==> config.mk <==
export PLATFORM = sky130hd
export DESIGN_NAME = peak_count_rate_detector
export DESIGN_NICKNAME = d
export VERILOG_FILES = /design/src/hw/rtl/pcrd_pkg.sv /design/src/hw/rtl/pcrd_div.sv /design/src/hw/rtl/pcrd_datapath.sv /design/src/hw/rtl/pcrd_ctrl.sv /design/src/hw/rtl/peak_count_rate_detector.sv
export SDC_FILE = /design/constraint.sdc
export NUM_CORES = 1
export LEC_CHECK = 0
export ABC_CLOCK_PERIOD_IN_PS = 8600
export BUFFER_PORTS_ARGS = -buffer_cell sky130_fd_sc_hd__buf_4
export CORE_MARGIN = 2
export CORE_UTILIZATION = 60
export CTS_BUF_LIST = sky130_fd_sc_hd__clkbuf_4 sky130_fd_sc_hd__clkbuf_8
export DETAILED_ROUTE_END_ITERATION = 12
export PLACE_DENSITY = 0.9
export SETUP_SLACK_MARGIN = 0.1
export SYNTH_ARGS = -nofsm -noshare
export SYNTH_HDL_FRONTEND = slang
export SYNTH_SLANG_ARGS = --single-unit
==> constraint.sdc <==
create_clock -name aclk -period 8.6 [get_ports aclk]
set_input_delay 1.72 -clock aclk [delete_from_list [all_inputs] [get_ports aclk]]
set_output_delay 1.72 -clock aclk [all_outputs]
set_load 0.01 [all_outputs]
==> src/hw/rtl/pcrd_pkg.sv <==
package pcrd_pkg;

    // Field widths
    localparam int SAMPLE_W = 16;
    localparam int SKIP_W   = 10;
    localparam int NUM_W    = 16;
    localparam int COUNT_W  = 12;
    localparam int RATE_W   = 16;

    // Record length limit default
    localparam int MAX_RECORD_DEF = 4096;

    // Configuration port
    localparam int CFG_IDX_W  = 2;
    localparam int CFG_DATA_W = 16;

    localparam logic [CFG_IDX_W-1:0] CFG_THRESHOLD = 2'd0;
    localparam logic [CFG_IDX_W-1:0] CFG_SKIP      = 2'd1;
    localparam logic [CFG_IDX_W-1:0] CFG_NUMERATOR = 2'd2;

    // Register reset values
    localparam logic signed [SAMPLE_W-1:0] THRESHOLD_RST = 16'sd12288;
    localparam logic [SKIP_W-1:0]          SKIP_RST      = 10'd180;
    localparam logic [NUM_W-1:0]           NUMERATOR_RST = 16'd60000;

    localparam logic [COUNT_W-1:0] COUNT_MAX = 12'd4095;

    // Divider sequencing: one quotient bit per step
    localparam int DIV_STEPS = RATE_W;
    localparam int DIV_CNT_W = $clog2(DIV_STEPS + 1);

    // Output word packing
    localparam int M_DATA_W = ((COUNT_W + RATE_W + 7) / 8) * 8;

    // Controller commands to the datapath
    typedef struct packed {
        logic accept;
        logic div_start;
        logic out_load;
        logic clear;
    } cmd_t;

    // Datapath status to the controller
    typedef struct packed {
        logic div_done;
        logic out_busy;
    } status_t;

endpackage

==> src/hw/rtl/pcrd_div.sv <==
module pcrd_div
    import pcrd_pkg::*;
#(
    parameter int DIVISOR_W = 13
) (
    input  logic                 aclk,
    input  logic                 aresetn,
    input  logic                 start,
    input  logic [NUM_W-1:0]     dividend,
    input  logic [DIVISOR_W-1:0] divisor,
    output logic                 done,
    output logic [RATE_W-1:0]    quotient
);

    logic                 busy_reg, busy_next;
    logic                 done_reg, done_next;
    logic [DIV_CNT_W-1:0] cnt_reg, cnt_next;
    logic [NUM_W-1:0]     quo_reg, quo_next;
    logic [DIVISOR_W-1:0] rem_reg, rem_next;
    logic [DIVISOR_W-1:0] dsr_reg, dsr_next;

    logic [DIVISOR_W:0]   rem_shift;
    logic [DIVISOR_W:0]   rem_diff;
    logic                 fits;

    // One restoring step: shift in the next dividend bit, subtract if it fits
    assign rem_shift = {rem_reg, quo_reg[NUM_W-1]};
    assign rem_diff  = rem_shift - {1'b0, dsr_reg};
    assign fits      = rem_shift >= {1'b0, dsr_reg};

    always_comb begin
        busy_next = busy_reg;
        done_next = 1'b0;
        cnt_next  = cnt_reg;
        quo_next  = quo_reg;
        rem_next  = rem_reg;
        dsr_next  = dsr_reg;
        if (start) begin
            busy_next = 1'b1;
            cnt_next  = DIV_CNT_W'(DIV_STEPS);
            quo_next  = dividend;
            rem_next  = '0;
            dsr_next  = divisor;
        end else if (busy_reg) begin
            quo_next = {quo_reg[NUM_W-2:0], fits};
            rem_next = fits ? rem_diff[DIVISOR_W-1:0] : rem_shift[DIVISOR_W-1:0];
            cnt_next = cnt_reg - DIV_CNT_W'(1);
            if (cnt_reg == DIV_CNT_W'(1)) begin
                busy_next = 1'b0;
                done_next = 1'b1;
            end
        end
    end

    always_ff @(posedge aclk) begin
        if (!aresetn) begin
            busy_reg <= 1'b0;
            done_reg <= 1'b0;
            cnt_reg  <= '0;
        end else begin
            busy_reg <= busy_next;
            done_reg <= done_next;
            cnt_reg  <= cnt_next;
        end
        quo_reg <= quo_next;
        rem_reg <= rem_next;
        dsr_reg <= dsr_next;
    end

    assign done     = done_reg;
    assign quotient = RATE_W'(quo_reg);

`ifndef NO_ASSERTIONS
    localparam int DONE_LAT = DIV_STEPS + 1;

    a_done_latency: assert property (@(posedge aclk) disable iff (!aresetn)
        start && !busy_reg |-> ##DONE_LAT done_reg)
        else $error("divider done not seen at expected step count");

    a_no_restart: assert property (@(posedge aclk) disable iff (!aresetn)
        busy_reg |-> !start)
        else $error("divider restarted while busy");

    a_rem_bound: assert property (@(posedge aclk) disable iff (!aresetn)
        busy_reg && dsr_reg != '0 |-> rem_reg < dsr_reg)
        else $error("partial remainder reached divisor");
`endif

endmodule

==> src/hw/rtl/pcrd_datapath.sv <==
module pcrd_datapath
    import pcrd_pkg::*;
#(
    parameter int MAX_RECORD = MAX_RECORD_DEF
) (
    input  logic                  aclk,
    input  logic                  aresetn,
    input  cmd_t                  cmd,
    output status_t               status,
    input  logic [SAMPLE_W-1:0]   sample,
    input  logic                  cfg_wr_en,
    input  logic [CFG_IDX_W-1:0]  cfg_index,
    input  logic [CFG_DATA_W-1:0] cfg_wdata,
    output logic                  m_tvalid,
    input  logic                  m_tready,
    output logic [COUNT_W-1:0]    peak_count,
    output logic [RATE_W-1:0]     rate
);

    localparam int IDX_W = $clog2(MAX_RECORD + 1);
    localparam int SUM_W = ((IDX_W > SKIP_W) ? IDX_W : SKIP_W) + 1;

    // Configuration registers
    logic signed [SAMPLE_W-1:0] thr_reg;
    logic [SKIP_W-1:0]          skip_reg;
    logic [NUM_W-1:0]           num_reg;

    // Record state
    logic signed [SAMPLE_W-1:0] win_reg [4];
    logic [IDX_W-1:0]           idx_reg, idx_next;
    logic [IDX_W-1:0]           cand_reg, cand_next;
    logic [COUNT_W-1:0]         peaks_reg, peaks_next;
    logic [IDX_W-1:0]           first_reg, first_next;
    logic [IDX_W-1:0]           second_reg, second_next;

    // Output register
    logic                       mvalid_reg, mvalid_next;
    logic [COUNT_W-1:0]         cnt_out_reg;
    logic [RATE_W-1:0]          rate_out_reg;

    logic signed [SAMPLE_W-1:0] x;
    logic signed [SAMPLE_W-1:0] mid;
    logic                       in_range;
    logic [IDX_W-1:0]           centre;
    logic                       is_peak;
    logic [SKIP_W-1:0]          step;
    logic [SUM_W-1:0]           cand_sum;
    logic [IDX_W-1:0]           cand_sat;
    logic                       two_peaks;
    logic                       div_done;
    logic [RATE_W-1:0]          quotient;

    assign x   = sample;
    assign mid = win_reg[1];

    // Configuration writes
    always_ff @(posedge aclk) begin
        if (!aresetn) begin
            thr_reg  <= THRESHOLD_RST;
            skip_reg <= SKIP_RST;
            num_reg  <= NUMERATOR_RST;
        end else if (cfg_wr_en) begin
            unique case (cfg_index)
                CFG_THRESHOLD: thr_reg  <= cfg_wdata;
                CFG_SKIP:      skip_reg <= cfg_wdata[SKIP_W-1:0];
                CFG_NUMERATOR: num_reg  <= cfg_wdata;
                default:       ;
            endcase
        end
    end

    // Peak test on the centre two samples back
    assign in_range = idx_reg < IDX_W'(MAX_RECORD);
    assign centre   = idx_reg - IDX_W'(2);
    assign is_peak  = cmd.accept && in_range && (idx_reg >= IDX_W'(4))
                      && (centre >= cand_reg) && (mid > thr_reg)
                      && (mid >= win_reg[3]) && (mid >= win_reg[2])
                      && (mid >= win_reg[0]) && (mid >= x);

    // Next centre after a peak, held at the record limit
    assign step     = (skip_reg == '0) ? SKIP_W'(1) : skip_reg;
    assign cand_sum = SUM_W'(centre) + SUM_W'(step);
    assign cand_sat = (cand_sum > SUM_W'(MAX_RECORD)) ? IDX_W'(MAX_RECORD)
                                                      : cand_sum[IDX_W-1:0];

    always_comb begin
        idx_next    = idx_reg;
        cand_next   = cand_reg;
        peaks_next  = peaks_reg;
        first_next  = first_reg;
        second_next = second_reg;
        if (cmd.clear) begin
            idx_next    = '0;
            cand_next   = IDX_W'(2);
            peaks_next  = '0;
            first_next  = '0;
            second_next = '0;
        end else begin
            if (cmd.accept && in_range) begin
                idx_next = idx_reg + IDX_W'(1);
            end
            if (is_peak) begin
                cand_next = cand_sat;
                if (peaks_reg == '0) begin
                    first_next = centre;
                end else if (peaks_reg == COUNT_W'(1)) begin
                    second_next = centre;
                end
                if (peaks_reg != COUNT_MAX) begin
                    peaks_next = peaks_reg + COUNT_W'(1);
                end
            end
        end
    end

    always_ff @(posedge aclk) begin
        if (!aresetn) begin
            idx_reg    <= '0;
            cand_reg   <= IDX_W'(2);
            peaks_reg  <= '0;
            first_reg  <= '0;
            second_reg <= '0;
        end else begin
            idx_reg    <= idx_next;
            cand_reg   <= cand_next;
            peaks_reg  <= peaks_next;
            first_reg  <= first_next;
            second_reg <= second_next;
        end
    end

    // Shift the sample window, newest first
    always_ff @(posedge aclk) begin
        if (cmd.accept && in_range) begin
            win_reg[3] <= win_reg[2];
            win_reg[2] <= win_reg[1];
            win_reg[1] <= win_reg[0];
            win_reg[0] <= x;
        end
    end

    // Rate divider on the first interval
    pcrd_div #(
        .DIVISOR_W (IDX_W)
    ) u_div (
        .aclk     (aclk),
        .aresetn  (aresetn),
        .start    (cmd.div_start),
        .dividend (num_reg),
        .divisor  (second_reg - first_reg),
        .done     (div_done),
        .quotient (quotient)
    );

    assign two_peaks = peaks_reg >= COUNT_W'(2);

    // Result word register
    always_comb begin
        mvalid_next = mvalid_reg;
        if (cmd.out_load) begin
            mvalid_next = 1'b1;
        end else if (m_tready) begin
            mvalid_next = 1'b0;
        end
    end

    always_ff @(posedge aclk) begin
        if (!aresetn) begin
            mvalid_reg <= 1'b0;
        end else begin
            mvalid_reg <= mvalid_next;
        end
        if (cmd.out_load) begin
            cnt_out_reg  <= peaks_reg;
            rate_out_reg <= two_peaks ? quotient : '0;
        end
    end

    assign status.div_done = div_done;
    assign status.out_busy = mvalid_reg && !m_tready;
    assign m_tvalid        = mvalid_reg;
    assign peak_count      = cnt_out_reg;
    assign rate            = rate_out_reg;

`ifndef NO_ASSERTIONS
    a_cand_bound: assert property (@(posedge aclk) disable iff (!aresetn)
        cand_reg <= IDX_W'(MAX_RECORD))
        else $error("next centre beyond record limit");

    a_peak_order: assert property (@(posedge aclk) disable iff (!aresetn)
        two_peaks |-> first_reg < second_reg)
        else $error("second peak not after first peak");

    a_count_mono: assert property (@(posedge aclk) disable iff (!aresetn)
        !cmd.clear |=> peaks_reg >= $past(peaks_reg))
        else $error("peak count dropped inside a record");
`endif

endmodule

==> src/hw/rtl/pcrd_ctrl.sv <==
module pcrd_ctrl
    import pcrd_pkg::*;
(
    input  logic    aclk,
    input  logic    aresetn,
    input  logic    s_tvalid,
    input  logic    s_tlast,
    output logic    s_tready,
    input  status_t status,
    output cmd_t    cmd
);

    typedef enum logic [1:0] {
        ST_SCAN,
        ST_DIV_LOAD,
        ST_DIV_RUN,
        ST_OUT
    } state_t;

    state_t state_reg, state_next;

    // Decode commands and next state
    always_comb begin
        state_next    = state_reg;
        cmd.accept    = 1'b0;
        cmd.div_start = 1'b0;
        cmd.out_load  = 1'b0;
        cmd.clear     = 1'b0;
        s_tready      = 1'b0;
        unique case (state_reg)
            ST_SCAN: begin
                s_tready   = 1'b1;
                cmd.accept = s_tvalid;
                if (s_tvalid && s_tlast) begin
                    state_next = ST_DIV_LOAD;
                end
            end
            ST_DIV_LOAD: begin
                cmd.div_start = 1'b1;
                state_next    = ST_DIV_RUN;
            end
            ST_DIV_RUN: begin
                if (status.div_done) begin
                    state_next = ST_OUT;
                end
            end
            ST_OUT: begin
                if (!status.out_busy) begin
                    cmd.out_load = 1'b1;
                    cmd.clear    = 1'b1;
                    state_next   = ST_SCAN;
                end
            end
            default: state_next = ST_SCAN;
        endcase
    end

    always_ff @(posedge aclk) begin
        if (!aresetn) begin
            state_reg <= ST_SCAN;
        end else begin
            state_reg <= state_next;
        end
    end

`ifndef NO_ASSERTIONS
    a_load_free: assert property (@(posedge aclk) disable iff (!aresetn)
        cmd.out_load |-> !status.out_busy)
        else $error("result loaded over an untaken word");

    a_last_starts_div: assert property (@(posedge aclk) disable iff (!aresetn)
        cmd.accept && s_tlast |=> cmd.div_start)
        else $error("divider not started after last word");

    a_done_in_run: assert property (@(posedge aclk) disable iff (!aresetn)
        status.div_done |-> state_reg == ST_DIV_RUN)
        else $error("divider finished outside its wait state");
`endif

endmodule

==> src/hw/rtl/peak_count_rate_detector.sv <==
// Peak count and rate detector. Each input word carries one signed Q2.14
// sample of a record, tlast marking the final sample. A centre sample is a
// peak when it is strictly above peak_threshold and not below the two
// samples on each side; after a peak the next centre tested is skip_distance
// further on. With the last sample one result word follows: the saturating
// peak count and rate_numerator divided by the first peak interval (0 with
// fewer than two peaks). Samples stream at one word per cycle inside a
// record. After the last word the input stalls while the divider is
// started, a 16-step restoring divider forms the rate and the result word
// is loaded, longer if the previous result word has not yet been taken. The
// user must write configuration only while idle; it is not enforced.
module peak_count_rate_detector
    import pcrd_pkg::*;
#(
    parameter int MAX_RECORD = MAX_RECORD_DEF
) (
    input  logic                  aclk,
    input  logic                  aresetn,
    // Sample channel
    input  logic                  s_tvalid,
    output logic                  s_tready,
    input  logic [SAMPLE_W-1:0]   s_tdata,   // [15:0] sample
    input  logic                  s_tlast,
    // Result channel
    output logic                  m_tvalid,
    input  logic                  m_tready,
    output logic [M_DATA_W-1:0]   m_tdata,   // [11:0] peak_count, [27:12] rate
    // Configuration write port
    input  logic                  cfg_wr_en,
    input  logic [CFG_IDX_W-1:0]  cfg_index,
    input  logic [CFG_DATA_W-1:0] cfg_wdata
);

    cmd_t               cmd;
    status_t            status;
    logic [COUNT_W-1:0] peak_count;
    logic [RATE_W-1:0]  rate;

    pcrd_ctrl u_ctrl (
        .aclk     (aclk),
        .aresetn  (aresetn),
        .s_tvalid (s_tvalid),
        .s_tlast  (s_tlast),
        .s_tready (s_tready),
        .status   (status),
        .cmd      (cmd)
    );

    pcrd_datapath #(
        .MAX_RECORD (MAX_RECORD)
    ) u_datapath (
        .aclk       (aclk),
        .aresetn    (aresetn),
        .cmd        (cmd),
        .status     (status),
        .sample     (s_tdata),
        .cfg_wr_en  (cfg_wr_en),
        .cfg_index  (cfg_index),
        .cfg_wdata  (cfg_wdata),
        .m_tvalid   (m_tvalid),
        .m_tready   (m_tready),
        .peak_count (peak_count),
        .rate       (rate)
    );

    // Pack the result word, zero fill above
    assign m_tdata = M_DATA_W'({rate, peak_count});

endmodule
==> impl_results.md, run 1 <==
- Die width: 154 um
- Startpoint types: flip-flop
- Commonest cells in the netlist: 174 x nand2_1, 143 x inv_1, 141 x ha_1, 129 x dfxtp_1, 121 x edfxtp_1
- CTS sink cnt: 250
- Yosys reg bits: 250
- Inserted Clock Buffers: 42
- DIE HEIGHT: 154 um
- Syn Area/Cell: 9.93 um2
- Post-synth top area cell: edfxtp_1
- Post-DRT Antenna Nets: 0
- FF+latch area: 6220 um2
- CTS Buffer Depth: 3
- Drt drc: 0
- Top FF cell, synth: dfxtp_1
- Setup Skew: 0.0289 ns
- Worst min path class: reg2reg
- Synth Cell Area: 13600 um2
- Final setup margin: 4.02 ns
- Worst-path clk slew: 0.06 ns
- Area growth syn-to-layout: 12.3%
- Post-Synth Simple-Gate Area: 15.9%
- Largest net degree at the start of global routing: 70
- Antenna cell count: 0
- Max cap viols: 0
- CTS Hold Bufs: 0
- Count leader, synth: nand2_1
- Register area share after synthesis: 45.8%
- Period utilization: 53.3%
- Flop-to-flop setup slack: 4.02 ns
- Data arrival, critical path: 5.00 ns
- Via-per-instance ratio: 5.80
- Area of the multi-input gates: 6600 um2
- Tot Pwr: 4.36 mW
- Worst R2R End: u_datapath.cand_reg[3]
- Slew HR: 35.1%
- Worst-Skew Late Latency: 0.55 ns
- Mux contribution to synthesized area: 3.92%
- Ports: 74
- Worst Hold Depth: 0
- Share of cells above drive strength 1: 12.8%
- Worst Hold Path EP: u_datapath.win_reg[2][0]
- Library cells used by synthesis: 72
- Highest clock rate: 0.218 GHz
- Hold Fails Final Rpt: 0
- CTS HTree Levels: 2
- Max FFs per register: 64
- WS Path Type: reg2reg
- Global-route wire length before repair: 47400 um
- Tot GR Track Use: 24.0%
- DP HPWL: 20400 um
- Peak fanout along the critical path: 20
- Fin Setup TNS: 0 ns
- CTS-repair resized insts: 0
- Post-Synth XOR/XNOR Area: 3.36%
- RSZ-0062 raised after global routing: no
- Initial antenna violation count: 0
- Hold_sp: u_datapath.win_reg[1][0]
- Reg2reg start: u_datapath.idx_reg[1]
- Final Critical Period: 4.58 ns
- Worst r2r path cells: 12
- Row cnt: 55
- Core area: 22400 um2
- Post-CTS setup buffer count: 0
- Run status: finished, final reports clean
- GR Overflow Total: 0
- Placer congestion estimate: 0.872
- Slew Limit Fails: 0
- CTS root buf: clkbuf_8
- Measured slew at the worst slew-check pin: 0.972 ns
- Syn. warnings: 0
- Largest family of logic cells by synthesized area: simple AND/OR/NAND/NOR gates
- IO Port Bufs: 69
- Crit. End Element: flip-flop
- Post-synth EDFFs: 121
- Initial DRC count: 755
- CTS tree: yes
- Adder-cell share of the synthesized area: 13.4%
- PD cells: 286 nW/um2
- Place WS: 3.79 ns
- Drt pass-1 iters: 5
- Synth top area share: 26.8%
- Fill count: 1550
- Leakage Power: 6.36 nW
- Die Area: 23800 um2
- Worst EP required: 9.02 ns
- Routed WL: 28500 um
- Max IR drop VDD: 0.182 mV
- Synth top area cells: edfxtp_1 27%, dfxtp_1 19%, ha_1 13%
- Initial Util: 60.5%
- Final setup fails: 0
- Vias in the first global route: 10200
- Syn Inst Count: 1367
- Synth Area in Compound Gates: 11.9%
- Wire per inst: 16.2 um
- CP Launch Point: u_datapath.idx_reg[1]
- Ys async rst share: 0%
- Via count: 10200
- Layout net count: 1620
[layout by cell type (no fill, tap or decap), types with 6 or more instances in the layout]
cell type  instances
o21a_1             9
clkbuf_4          12
o21ai_0           29
or4_1             13
xor2_1            20
xnor2_1           32
nor2b_1           10
mux2_2            17
buf_4             76
nand2b_1          11
and2_1            22
a21o_1            12
nor3_1            13
nor4_1             8
inv_1            143
a21oi_1           66
dfxtp_1          129
nand4_1           26
ha_1             140
clkbuf_8          50
or3_1             10
nand2_1          174
nand3_1           30
and3_1             9
and4_1             6
a211oi_1          16
o211ai_1          13
o31ai_1           10
edfxtp_1         121
a32o_1             7
mux2i_1           34
nor2_1            74
a21boi_0          32
[worst max-delay path: stages, from the launching register on]
cell and delay (ns):
dfxtp_1 0.39, or4_4 0.62, nor4_1 0.25, xor2_1 0.55, ha_1 0.29, and3_1 0.19, nand4_1 0.11, or3_1 0.33
a32oi_2 0.23, a41o_2 0.27, and4_1 0.68, nor2_1 0.27, a32o_1 0.28
[how the worst max path moves through the flow]
| stage | end | cells past startpoint |
|---|---|---|
| final | u_datapath.cand_reg[3] | 12 |
| after global routing | u_datapath.cand_reg[3] | 14 |
| after CTS | u_datapath.cand_reg[2] | 12 |
| after detailed placement | u_datapath.cand_reg[5] | 10 |
| after global placement | u_datapath.first_reg[12] | 10 |
| after floorplan | u_datapath.first_reg[10] | 10 |
[layout make-up]
cell class              instances  area share [%]
multi-input cells             923            43.3
flip-flops and latches        250            40.8
clock buffers                  62            5.10
repair buffers                 76            3.74
inverters                     143            3.52
well taps                     285            2.34
clock inverters                15            1.21
[report_power, final]
part / leakage (nW) / internal (mW) / switching, mW
Sequential: 2.19 / 1.53 / 0.158
Clock: 0.498 / 0.705 / 0.479
Combinational: 3.67 / 0.608 / 0.882
[per-stage QoR]
stage	std cells	hold slack, ns	utilization (%)	area, um2
detailed placement	1677	0.433	63.7	14300
global placement	1677	0.427	63.7	14300
CTS	1754	0.428	68.0	15200
global route	1754	0.450	68.0	15200
finish	1754	0.426	68.0	15200
floorplan	1370	0.421	-	13600
[layer usage]
metal  GRT usage (%)  part of all wire, %  wire [um]  vias up
met5               0                    0          0        -
met4            9.70                  3.0        867        0
met3            4.74                  6.0       1700       77
met2            41.7                   49      13800      355
met1            29.5                   42      12100     4761
li1                -                    -          -     4986
[logic make-up (layout without fill, tap and decap cells)]
kind of cell	Yosys count	in the layout
multiplexers	51	51
XOR/XNOR	52	52
AO/OA/AOI/OAI	237	237
adder cells (fa/ha/maj)	144	144
AND/OR/NAND/NOR	435	435
buffers and inverters	197	296
flip-flops	250	250
other	1	4
Note: power is estimated with default switching activity, not from simulation.
==> run 2, diff against run 1 <==
ABC_CLOCK_PERIOD_IN_PS = 4100   (was 8600)
CORE_UTILIZATION = 58   (was 60)
PLACE_DENSITY = 0.91   (was 0.9)
clock period = 4.1 ns   (was 8.6 ns; I/O delays follow)
==> impl_results.md, run 2 (same netlist as run 1, synthesis figures left out) <==
- Run status: finished, final reports clean
- GR Overflow Total: 0
- Peak fanout along the critical path: 17
- CTS tree: yes
- DIE HEIGHT: 157 um
- CTS Buffer Depth: 3
- Crit path largest cell delay: 0.60 ns
- Row cnt: 55
- Critical path cell sequence: or4_4 > nor2_1 > xor2_1 > ha_1 > and3_1 > nand4_1 > or3_1 > a32oi_2 > a41o_2 > nand4_4 > or4_1 > a21oi_1
- Core area: 22800 um2
- Vias in the first global route: 10100
- Worst min path class: reg2reg
- Worst-Skew Late Latency: 0.56 ns
- Worst Hold Depth: 0
- Area growth syn-to-layout: 12.4%
- Highest clock rate: 0.264 GHz
- Routed WL: 29300 um
- Initial DRC count: 756
- Post-DRT Antenna Nets: 0
- CP delay by family, top: simple AND/OR/NAND/NOR gates
- Die width: 157 um
- Global-route wire length before repair: 48000 um
- Placer congestion estimate: 0.891
- Reg power frac: 39.9%
- WS Path Type: reg2reg
- Switch share: 36.0%
- Power share of the clock group: 24.6%
- RSZ-0062 raised after global routing: no
- Layout net count: 1632
- Commonest cells after routing, fill and taps aside: 174 x nand2_1, 143 x inv_1, 140 x ha_1, 128 x dfxtp_1, 121 x edfxtp_1
- Period utilization: 92.5%
- Min Hold Slack: 0.435 ns
- Via-per-instance ratio: 5.71
- Crit. End Element: flip-flop
- Critical path buffer and inverter count: 0
- Share of cells above drive strength 1: 13.5%
- Die Area: 24600 um2
- WP depth: 12
- Max cap viols: 0
- Drt pass-1 iters: 7
- CTS HTree Levels: 2
- Setup Skew: 0.0328 ns
- Leakage Power: 6.36 nW
- Post-layout instance area: 15300 um2
- Antenna cell count: 0
- Max FFs per register: 64
- Slew Limit Fails: 0
- Initial Util: 59.6%
- Initial antenna violation count: 0
- Fin Setup TNS: 0 ns
- Finished Layout Cells: 1795
- Cell count after placement: 1714
- CTS root buf: clkbuf_8
- Placed instance area: 14400 um2
- Tot GR Track Use: 24.1%
- Largest net degree at the start of global routing: 69
- Wire per inst: 16.3 um
- Data arrival, critical path: 4.26 ns
- Slowest stage cell, crit path: or4_4
- P_sw: 3.20 mW
- CTS sink cnt: 250
- Fill count: 1608
- Worst EP required: 4.57 ns
- Ports: 74
- Slew HR: 29.2%
- DP HPWL: 21300 um
- IO Port Bufs: 69
- Final setup fails: 0
- Worst-path clk slew: 0.06 ns
- Comb power frac: 35.5%
- Tot Pwr: 8.88 mW
- Startpoint types: flip-flop
- Hold Fails Final Rpt: 0
- Worst r2r path cells: 12
- Final Critical Period: 3.79 ns
- Via count: 10200
- Leading cell type in the layout, fill and taps excluded: nand2_1
- Inserted Clock Buffers: 42
- Cell internal pwr: 5.68 mW
- Drt drc: 0
- Measured slew at the worst slew-check pin: 1.06 ns
- Max IR drop VDD: 0.423 mV
- PD cells: 582 nW/um2
## run 2: cell count changes in the layout (fill, tap and decap cells not counted), sizes merged
cell,change
clkinvlp,-2
clkbuf,-1
buf,+12
clkinv,+8
bufinv,-4
## run 2: power groups by stage
| stage | registers, mW | clock network (mW) | logic, mW |
|---|---|---|---|
| after floorplan | 3.46 | 0 | 2.31 |
| after global placement | 3.55 | 0 | 2.88 |
| after detailed placement | 3.58 | 0 | 3.06 |
| after CTS | 3.53 | 2.21 | 3.11 |
| after global routing | 3.59 | 2.32 | 3.50 |
| final | 3.54 | 2.19 | 3.15 |
## run 2: timing repair
item | 4_1_cts | 5_1_grt
setup buffers | 0 | 3
hold buffers | 0 | 0
resized for setup | 0 | 3
endpoints found under the setup margin | 0 | 12
## run 2: per-layer routing
metal  vias up  share of wire, %  global-route usage [%]
met1      4794                42                    29.3
met5         -                 0                       0
li1       4997                 -                       -
met4         0               4.0                    11.1
met2       365                48                    41.6
met3        85               5.9                    4.24
## run 2: worst paths after layout
kind / start / end / slack [ns]
hold reg to reg: u_datapath.win_reg[1][0] / u_datapath.win_reg[2][0] / 0.43
setup / recovery: u_datapath.idx_reg[1] / u_datapath.peaks_reg[10] / 0.31
hold / removal: u_datapath.win_reg[1][0] / u_datapath.win_reg[2][0] / 0.43
setup reg to reg: u_datapath.idx_reg[1] / u_datapath.peaks_reg[10] / 0.31
## run 2: cell type report
cell class | count | area [um2] | area share (%)
clock inverter | 17 | 88.8 | 0.582
clock buffer | 61 | 739 | 4.85
tap | 313 | 392 | 2.57
timing repair buffer | 88 | 661 | 4.33
inverter | 143 | 537 | 3.52
multi-input combinational | 923 | 6620 | 43.4
sequential | 250 | 6220 | 40.8
## run 2: per-stage QoR
stage          util (%)  worst slack, ns
6_report           67.0            0.307
5_1_grt            67.0            0.102
4_1_cts            66.8            0.215
3_5_place_dp       63.2            0.246
3_3_place_gp       63.2            0.305
2_1_floorplan         -            0.427
